===== src/rtl/core/lnr_pkg.sv =====
package lnr_pkg;

  localparam int FRAC_BITS_DEF  = 16;
  localparam int INDEX_BITS_DEF = 24;

  localparam int SAMPLE_W  = 16;
  localparam int STEP_W    = 17;
  localparam int LEN_W     = 24;
  localparam int CFG_W     = 24;
  localparam int CFG_IDX_W = 3;

  localparam int PER_ITEM_CAP = 16;
  localparam int CAP_W        = $clog2(PER_ITEM_CAP + 1);

  localparam logic [STEP_W-1:0] STEP_MIN   = 17'd4096;
  localparam logic [STEP_W-1:0] STEP_MAX   = 17'd65536;
  localparam logic [STEP_W-1:0] STEP_RESET = 17'd65536;

  localparam logic signed [SAMPLE_W-1:0] SAT_MIN = -16'sd32768;
  localparam logic signed [SAMPLE_W-1:0] SAT_MAX = 16'sd32767;

  // register indexes on the config port
  localparam logic [CFG_IDX_W-1:0] REG_STEP_Q16     = 3'd0;
  localparam logic [CFG_IDX_W-1:0] REG_OUT_LENGTH   = 3'd1;
  localparam logic [CFG_IDX_W-1:0] REG_LOOP_ENABLED = 3'd2;
  localparam logic [CFG_IDX_W-1:0] REG_LOOP_ORIGIN  = 3'd3;
  localparam logic [CFG_IDX_W-1:0] REG_INTERP_MODE  = 3'd4;

  localparam logic OP_DATA = 1'b0;
  localparam logic OP_END  = 1'b1;

  localparam logic MODE_NEAREST = 1'b0;
  localparam logic MODE_LINEAR  = 1'b1;

  typedef struct packed {
    logic start;   // latch input beat, open item
    logic step;    // latch product, advance position and counts
    logic load;    // move finished value into output register
    logic finish;  // commit or clear stream state
  } lnr_cmd_t;

  typedef struct packed {
    logic have_prev;  // an interval is open
    logic more;       // another output falls in the current interval
    logic out_free;   // output register can take a value this cycle
  } lnr_sts_t;

endpackage


===== src/rtl/core/lnr_ctrl.sv =====
module lnr_ctrl (
  input  logic              clk,
  input  logic              rst,
  input  logic              in_valid,
  output logic              in_ready,
  input  lnr_pkg::lnr_sts_t sts,
  output lnr_pkg::lnr_cmd_t cmd
);
  import lnr_pkg::*;

  typedef enum logic [3:0] {
    ST_IDLE   = 4'b0001,
    ST_CHECK  = 4'b0010,
    ST_CALC   = 4'b0100,
    ST_FINISH = 4'b1000
  } state_t;

  state_t state, state_next;

  always_ff @(posedge clk) begin
    if (rst) begin
      state <= ST_IDLE;
    end else begin
      state <= state_next;
    end
  end

  always_comb begin
    state_next = state;
    cmd        = '0;
    in_ready   = 1'b0;
    unique case (state)
      ST_IDLE: begin
        in_ready = 1'b1;
        if (in_valid) begin
          cmd.start  = 1'b1;
          state_next = sts.have_prev ? ST_CHECK : ST_FINISH;
        end
      end
      ST_CHECK: begin
        if (sts.more) begin
          cmd.step   = 1'b1;
          state_next = ST_CALC;
        end else begin
          state_next = ST_FINISH;
        end
      end
      ST_CALC: begin
        // hand off current value and start the next one in the same cycle
        if (sts.out_free) begin
          cmd.load = 1'b1;
          if (sts.more) begin
            cmd.step = 1'b1;
          end else begin
            state_next = ST_FINISH;
          end
        end
      end
      ST_FINISH: begin
        cmd.finish = 1'b1;
        state_next = ST_IDLE;
      end
      default: begin
        state_next = ST_IDLE;
      end
    endcase
  end

endmodule


===== src/rtl/core/lnr_datapath.sv =====
module lnr_datapath #(
  parameter int FRAC_BITS  = lnr_pkg::FRAC_BITS_DEF,
  parameter int INDEX_BITS = lnr_pkg::INDEX_BITS_DEF
) (
  input  logic                                clk,
  input  logic                                rst,
  input  logic                                cfg_we,
  input  logic [lnr_pkg::CFG_IDX_W-1:0]       cfg_index,
  input  logic [lnr_pkg::CFG_W-1:0]           cfg_data,
  input  logic                                in_op,
  input  logic signed [lnr_pkg::SAMPLE_W-1:0] in_sample,
  input  lnr_pkg::lnr_cmd_t                   cmd,
  output lnr_pkg::lnr_sts_t                   sts,
  output logic                                out_valid,
  input  logic                                out_ready,
  output logic signed [lnr_pkg::SAMPLE_W-1:0] out_data,
  output logic                                out_last
);
  import lnr_pkg::*;

  localparam int POS_W  = INDEX_BITS + FRAC_BITS;
  localparam int SHL    = (FRAC_BITS >= 16) ? (FRAC_BITS - 16) : 0;
  localparam int SHR    = (FRAC_BITS < 16) ? (16 - FRAC_BITS) : 0;
  localparam int DIFF_W = SAMPLE_W + 1;
  localparam int PROD_W = DIFF_W + FRAC_BITS + 1;
  localparam int SUM_W  = PROD_W + 1;
  localparam int RMAG_W = SUM_W - FRAC_BITS;

  // configuration
  logic [STEP_W-1:0] step_q16;
  logic [LEN_W-1:0]  out_length;
  logic              loop_enabled;
  logic [LEN_W-1:0]  loop_origin;
  logic              interp_mode;

  // stream state
  logic [POS_W-1:0]             position_acc;
  logic signed [SAMPLE_W-1:0]   previous_sample;
  logic signed [SAMPLE_W-1:0]   loop_sample;
  logic [INDEX_BITS-1:0]        input_index;
  logic [LEN_W-1:0]             output_count;
  logic                         have_previous;

  // item in flight
  logic                         op_r;
  logic signed [SAMPLE_W-1:0]   sample_r;
  logic [INDEX_BITS-1:0]        seg;
  logic [CAP_W-1:0]             item_cnt;
  logic signed [PROD_W-1:0]     prod;
  logic                         near_hi;
  logic                         last_cnt;

  logic [STEP_W-1:0]            step_clamp;
  logic [POS_W-1:0]             step_frac;
  logic signed [SAMPLE_W-1:0]   next_sample;
  logic signed [DIFF_W-1:0]     diff;
  logic signed [FRAC_BITS:0]    frac_s;
  logic                         more;
  logic [LEN_W-1:0]             count_inc;
  logic signed [SUM_W-1:0]      vsum;
  logic [SUM_W-1:0]             mag;
  logic [SUM_W-1:0]             rnd;
  logic [RMAG_W-1:0]            r_mag;
  logic signed [SAMPLE_W-1:0]   lin_val;
  logic signed [SAMPLE_W-1:0]   near_val;
  logic signed [SAMPLE_W-1:0]   out_val;

  always_comb begin
    priority if (step_q16 < STEP_MIN) begin
      step_clamp = STEP_MIN;
    end else if (step_q16 > STEP_MAX) begin
      step_clamp = STEP_MAX;
    end else begin
      step_clamp = step_q16;
    end
  end

  assign step_frac = (POS_W'(step_clamp) << SHL) >> SHR;

  // flush: next sample is the loop sample or silence
  assign next_sample = (op_r == OP_END) ? (loop_enabled ? loop_sample : '0) : sample_r;
  assign diff        = DIFF_W'(next_sample) - DIFF_W'(previous_sample);
  assign frac_s      = {1'b0, position_acc[FRAC_BITS-1:0]};
  assign count_inc   = output_count + 1'b1;

  assign more = (item_cnt != CAP_W'(PER_ITEM_CAP)) && (output_count < out_length) &&
                (position_acc[POS_W-1:FRAC_BITS] == seg);

  // prev * 2^F + diff * frac, rounded half away from zero, saturated
  always_comb begin
    vsum  = (SUM_W'(previous_sample) <<< FRAC_BITS) + SUM_W'(prod);
    mag   = vsum[SUM_W-1] ? SUM_W'(-vsum) : SUM_W'(vsum);
    rnd   = mag + (SUM_W'(1) << (FRAC_BITS - 1));
    r_mag = rnd[SUM_W-1:FRAC_BITS];
    if (vsum[SUM_W-1]) begin
      if (r_mag >= RMAG_W'(32768)) begin
        lin_val = SAT_MIN;
      end else begin
        lin_val = -$signed(r_mag[SAMPLE_W-1:0]);
      end
    end else begin
      if (r_mag > RMAG_W'(32767)) begin
        lin_val = SAT_MAX;
      end else begin
        lin_val = $signed(r_mag[SAMPLE_W-1:0]);
      end
    end
  end

  assign near_val = ((op_r == OP_DATA) && near_hi) ? next_sample : previous_sample;
  assign out_val  = (interp_mode == MODE_LINEAR) ? lin_val : near_val;

  assign sts.have_prev = have_previous;
  assign sts.more      = more;
  assign sts.out_free  = !out_valid || out_ready;

  always_ff @(posedge clk) begin
    if (rst) begin
      step_q16     <= STEP_RESET;
      out_length   <= '0;
      loop_enabled <= 1'b0;
      loop_origin  <= '0;
      interp_mode  <= MODE_LINEAR;
    end else if (cfg_we) begin
      unique case (cfg_index)
        REG_STEP_Q16:     step_q16     <= cfg_data[STEP_W-1:0];
        REG_OUT_LENGTH:   out_length   <= cfg_data[LEN_W-1:0];
        REG_LOOP_ENABLED: loop_enabled <= cfg_data[0];
        REG_LOOP_ORIGIN:  loop_origin  <= cfg_data[LEN_W-1:0];
        REG_INTERP_MODE:  interp_mode  <= cfg_data[0];
        default: ;
      endcase
    end
  end

  always_ff @(posedge clk) begin
    if (rst) begin
      position_acc    <= '0;
      previous_sample <= '0;
      loop_sample     <= '0;
      input_index     <= '0;
      output_count    <= '0;
      have_previous   <= 1'b0;
      item_cnt        <= '0;
    end else begin
      if (cmd.start) begin
        item_cnt <= '0;
      end else if (cmd.step) begin
        position_acc <= position_acc + step_frac;
        output_count <= count_inc;
        item_cnt     <= item_cnt + 1'b1;
      end else if (cmd.finish) begin
        if (op_r == OP_END) begin
          position_acc    <= '0;
          previous_sample <= '0;
          loop_sample     <= '0;
          input_index     <= '0;
          output_count    <= '0;
          have_previous   <= 1'b0;
        end else begin
          if (input_index == INDEX_BITS'(loop_origin)) begin
            loop_sample <= sample_r;
          end
          previous_sample <= sample_r;
          have_previous   <= 1'b1;
          input_index     <= input_index + 1'b1;
        end
      end
    end
  end

  always_ff @(posedge clk) begin
    if (cmd.start) begin
      op_r     <= in_op;
      sample_r <= in_sample;
      seg      <= input_index - 1'b1;
    end
    if (cmd.step) begin
      prod     <= diff * frac_s;
      near_hi  <= position_acc[FRAC_BITS-1];
      last_cnt <= (count_inc == out_length);
    end
  end

  always_ff @(posedge clk) begin
    if (rst) begin
      out_valid <= 1'b0;
    end else if (cmd.load) begin
      out_valid <= 1'b1;
    end else if (out_ready) begin
      out_valid <= 1'b0;
    end
  end

  // last of a flush is known once the next position falls outside the interval
  always_ff @(posedge clk) begin
    if (cmd.load) begin
      out_data <= out_val;
      out_last <= last_cnt || ((op_r == OP_END) && !more);
    end
  end

endmodule


===== src/rtl/core/linear_nearest_resampler.sv =====
// Upsampler for a signed 16-bit sample stream. Each sample beat closes the interval from the
// previous sample and produces the outputs whose positions fall in it (nearest or linear,
// rounded and saturated), at most 16 per beat; an end beat (tuser = 1) flushes the last
// interval and clears the stream. One beat is handled at a time, in the steps accept, first
// check, one step per output and commit; the output steps stall while the output side is
// not ready, since the single output register holds one value. The first sample of a stream
// only opens an interval and, like an end beat with no samples before it, takes only the
// steps accept and commit. Configure only while idle.
module linear_nearest_resampler #(
  parameter int FRAC_BITS  = lnr_pkg::FRAC_BITS_DEF,
  parameter int INDEX_BITS = lnr_pkg::INDEX_BITS_DEF
) (
  input  logic                          clk,
  input  logic                          rst,
  input  logic                          cfg_we,
  input  logic [lnr_pkg::CFG_IDX_W-1:0] cfg_index,
  input  logic [lnr_pkg::CFG_W-1:0]     cfg_data,
  input  logic                          s_axis_tvalid,
  output logic                          s_axis_tready,
  input  logic [15:0]                   s_axis_tdata,   // [15:0] sample_in
  input  logic                          s_axis_tuser,   // [0] operation
  output logic                          m_axis_tvalid,
  input  logic                          m_axis_tready,
  output logic [15:0]                   m_axis_tdata,   // [15:0] sample_out
  output logic                          m_axis_tlast
);
  import lnr_pkg::*;

  lnr_cmd_t cmd;
  lnr_sts_t sts;
  logic signed [SAMPLE_W-1:0] sample_out;

  lnr_ctrl u_ctrl (
    .clk      (clk),
    .rst      (rst),
    .in_valid (s_axis_tvalid),
    .in_ready (s_axis_tready),
    .sts      (sts),
    .cmd      (cmd)
  );

  lnr_datapath #(
    .FRAC_BITS  (FRAC_BITS),
    .INDEX_BITS (INDEX_BITS)
  ) u_datapath (
    .clk       (clk),
    .rst       (rst),
    .cfg_we    (cfg_we),
    .cfg_index (cfg_index),
    .cfg_data  (cfg_data),
    .in_op     (s_axis_tuser),
    .in_sample ($signed(s_axis_tdata)),
    .cmd       (cmd),
    .sts       (sts),
    .out_valid (m_axis_tvalid),
    .out_ready (m_axis_tready),
    .out_data  (sample_out),
    .out_last  (m_axis_tlast)
  );

  assign m_axis_tdata = sample_out;

  a_load_free: assert property (@(posedge clk) disable iff (rst)
    cmd.load |-> sts.out_free)
    else $error("output register overwritten while full");

  a_one_item: assert property (@(posedge clk) disable iff (rst)
    (s_axis_tvalid && s_axis_tready) |=> !s_axis_tready)
    else $error("new beat accepted while an item is in progress");

  a_step_busy: assert property (@(posedge clk) disable iff (rst)
    cmd.step |-> (!s_axis_tready && !cmd.finish))
    else $error("output step outside an item");

  a_load_valid: assert property (@(posedge clk) disable iff (rst)
    cmd.load |=> m_axis_tvalid)
    else $error("loaded value not presented");

endmodule

===== config.mk =====
export PLATFORM = sky130hd
export DESIGN_NAME = linear_nearest_resampler
export DESIGN_NICKNAME = d
export VERILOG_FILES = /design/src/rtl/core/lnr_pkg.sv /design/src/rtl/core/lnr_ctrl.sv /design/src/rtl/core/lnr_datapath.sv /design/src/rtl/core/linear_nearest_resampler.sv
export SDC_FILE = /design/constraint.sdc
export NUM_CORES = 2
export LEC_CHECK = 0
export ABC_AREA = 1
export ABC_CLOCK_PERIOD_IN_PS = 22800
export BUFFER_PORTS_ARGS = -buffer_cell sky130_fd_sc_hd__buf_2
export CORE_MARGIN = 1
export CORE_UTILIZATION = 31
export DETAILED_ROUTE_END_ITERATION = 12
export SLEW_MARGIN = 20
export SYNTH_ARGS = -nofsm -noshare
export SYNTH_HDL_FRONTEND = slang
export SYNTH_HIERARCHICAL = 1
export SYNTH_SLANG_ARGS = --single-unit

===== constraint.sdc =====
create_clock -name clk -period 22.8 [get_ports clk]
set_input_delay 5.7 -clock clk [delete_from_list [all_inputs] [get_ports clk]]
set_output_delay 5.7 -clock clk [all_outputs]
set_load 0.02 [all_outputs]

==> metrics.txt <==
CTS clk-pin slew, worst paths=0.06 ns; input/output buffers=between 60 and 70; synth top area cells=fa_1, dfxtp_1, nand2_1; Final nets=4,339; Routed WL=between 70,000 and 80,000 um; sequential group share of total power=0.398; Net Sw Frac=0.334; ys async rst share=0; Worst path max stage delay=0.80 ns; most frequent cells in the layout=nand2_1, inv_1, nor2_1; HP Class=flop to flop; core area=between 90,000 and 100,000 um2; GR Layer Usage met1=0.221; Synth Register Bits=292; R2R cell count=47; Net Sw Power=about 470 uW; drc violations=0; WL/cell=14.9 um; largest net degree at the start of global routing=88; Critical Path AT=10.52 ns; grt peak-use layer=met2; filler cell count=between 9,000 and 10,000; Synth Cell Area=roughly 29,000 um2; CTS Buf Count=34; Synth Area in XOR/XNOR=0.0413; Post-Synth Adder-Cell Area=0.268; most numerous cell on the critical path=nand2_1; Hold Path Origin=u_datapath/loop_sample[6]$_SDFFE_PP0P_; maximum vdd ir drop=slightly below 0.04 mV; die area=93,500 um2; Worst R2R Start=u_datapath/op_r$_DFFE_PP_; Post-DRT Antenna Nets=0; Slew HR=0.287; Crit-path slowest cell=xor2_1; Final setup violation count=0; status=complete, no violations; area fraction in compound gates after synthesis=0.0974; Clock Sink Count=292; commonest non-fill, non-tap cell in the layout=nand2_1; layout cell share with drive strength beyond 1=0.0726; initial antenna violation count=0; Hold Path Sink=u_datapath/loop_sample[6]$_SDFFE_PP0P_; CTS root buf=clkbuf_16; Syn Inst Count=~3,800; CP endpoint kind=flop; via count=24,000; Die H=306 um; H-Tree Level Count=2; CTS Hold Bufs=0; Worst Skew=0.0268 ns; met3 usage=0.0184; RSZ-0062 raised after global routing=false; setup_tns=0 ns; detailed placer's ending HPWL=60,700 um; Critical Path Start=u_datapath/op_r$_DFFE_PP_; max cap viols=0; critical path fanouts, max=18; post-synthesis simple-gate area fraction=0.241; post-CTS sizing=0; startpoint types=flop; clk buf depth=3; Post-synth EDFFs=94; largest family of logic cells by synthesized area=adder cells; io pins=68; global route overflow=0; post-synth top area cell=fa_1; row cnt=111; 1st-pass router iterations=5; Total GRT Usage=0.162; sequential element share of the synthesized area=0.237; Fmax=97.7 MHz; Initial Utilization=0.313; fin. max-slew vios=0; vias in the first global route=23,400; Tcrit/Tclk final=0.449; Clk pwr share=0.378; multiplexer share of the synthesized area=0; first-pass GRT wire length=123,000 um; reg2reg end=u_datapath/prod[32]$_DFFE_PP_; r2r setup slk=12.56 ns; combinational fraction of design power=0.224; setup bufs post-CTS=0; Ant. Diodes=0; Slew @ Worst Pin=between 1 and 1.5 ns; Placer Congestion=0.902; internal power=940 uW; Area growth, synth to finish=9.09%; top_reg_cell synth=dfxtp_1; multi-input logic area=18,500 um2; final hold violation count=0; worst hold path cell count=2; Initial DRC Count=about 1,600; Yosys cell types=between 50 and 60; fin worst setup slack=12.56 ns; syn avg cell area=7.48 um2; post-synth top area share=0.193; FF+latch area=6790 um2; post-route minimum period=approximately 10 ns; CP required=23.08 ns; pre-CTS WS=12.57 ns; Mapped Nets=4,321; power density cells=45.2 nW/um2; Setup CP Type=flop to flop; vias per inst=approximately 4.7; GRT met2 Usage=0.273; Skew-Pair Late Insertion Delay=around 0.55 ns; Lkg Pwr=~14 nW; Syn. warnings=6; Die W=306 um; TritonCTS clock tree=done
==> cells in the mapped netlist, types with 6 or more instances <==
cell,n
nor2_2,24
nand3_2,23
xnor2_1,45
inv_2,17
xor2_1,88
nand2_4,6
nand3_1,165
nor2_1,326
clkinv_1,10
nor3_1,45
o31ai_1,8
o21a_1,7
nand4_1,60
clkbuf_1,90
dfxtp_1,198
nand3b_1,7
ha_1,170
inv_1,730
o21bai_1,7
nand2_1,815
a31oi_1,6
a21oi_1,283
nor4_1,24
nand2_2,33
fa_1,276
edfxtp_1,94
o21ai_0,177
or2_2,25
==> critical path, delay by kind of cell, from the launching register on <==
kind            cells  cell delay [ns]
compound gates     12             2.17
xor+xnor            2             0.87
flops               1             0.44
simple gates       15             1.48
fa+ha+maj           9             3.80
buf+inv             9             1.24
==> cell type report <==
type	instances	area share
clock buffer	48	0.0309
clock inverter	13	0.00389
inverter	757	0.0911
multi-input combinational	2674	0.594
sequential	292	0.217
tap	1186	0.0476
timing repair buffer	85	0.0151
==> how the worst max path moves through the flow <==
stage,endpoint,slack (ns),cells past startpoint
floorplan,u_datapath/output_count[6]$_SDFFE_PP0P_,13.36,14
CTS,u_datapath/prod[32]$_DFFE_PP_,12.61,47
global route,u_datapath/prod[32]$_DFFE_PP_,11.56,47
finish,u_datapath/prod[32]$_DFFE_PP_,12.56,47
detailed placement,u_datapath/output_count[20]$_SDFFE_PP0P_,12.57,16
global placement,u_datapath/position_acc[33]$_SDFFE_PP0P_,12.72,17
==> registers in the layout, summed over array words and instances, names as in the netlist, 4 cells and up <==
signal                      count
u_datapath/output_count        24
u_ctrl/state                    4
u_datapath/out_data            16
u_datapath/item_cnt             5
u_datapath/out_length          24
u_datapath/previous_sample     16
u_datapath/input_index         24
u_datapath/prod                34
u_datapath/step_q16            17
u_datapath/loop_sample         16
u_datapath/sample_r            16
u_datapath/loop_origin         24
u_datapath/seg                 24
u_datapath/position_acc        40
==> through the flow <==
step | instances | hold WS (ns) | power [mW] | util | cell area [um2]
CTS | 5055 | 0.464 | 1.42 | 0.341 | 31200
finish | 5055 | 0.462 | 1.41 | 0.341 | 31200
floorplan | 3826 | 0.428 | 0.787 | - | 28600
global placement | 4994 | 0.447 | 0.882 | 0.329 | 30100
global route | 5055 | 0.480 | 1.48 | 0.341 | 31200
detailed placement | 4994 | 0.454 | 0.882 | 0.329 | 30100
==> layer usage <==
metal	vias up	routed length, um
met4	0	1370
li1	12000	-
met5	-	0
met3	92	3500
met1	11300	35200
met2	529	35100
==> power by group through the flow <==
stage	sequential [mW]	combinational [mW]	clock, mW
3_3_place_gp	0.572	0.310	0
3_5_place_dp	0.572	0.311	0
4_1_cts	0.561	0.312	0.547
5_1_grt	0.562	0.348	0.568
6_report	0.561	0.316	0.534
2_1_floorplan	0.568	0.219	0
==> cell families after synthesis <==
| group | after synthesis |
|---|---|
| and+or+nand+nor | 1569 |
| buffers and inverters | 860 |
| xor gates and xnor gates | 134 |
| AOI/OAI and AO/OA | 525 |
| DFF | 292 |
| adders and majority gates | 446 |
No activity file was read; power rests on OpenSTA's default activity.
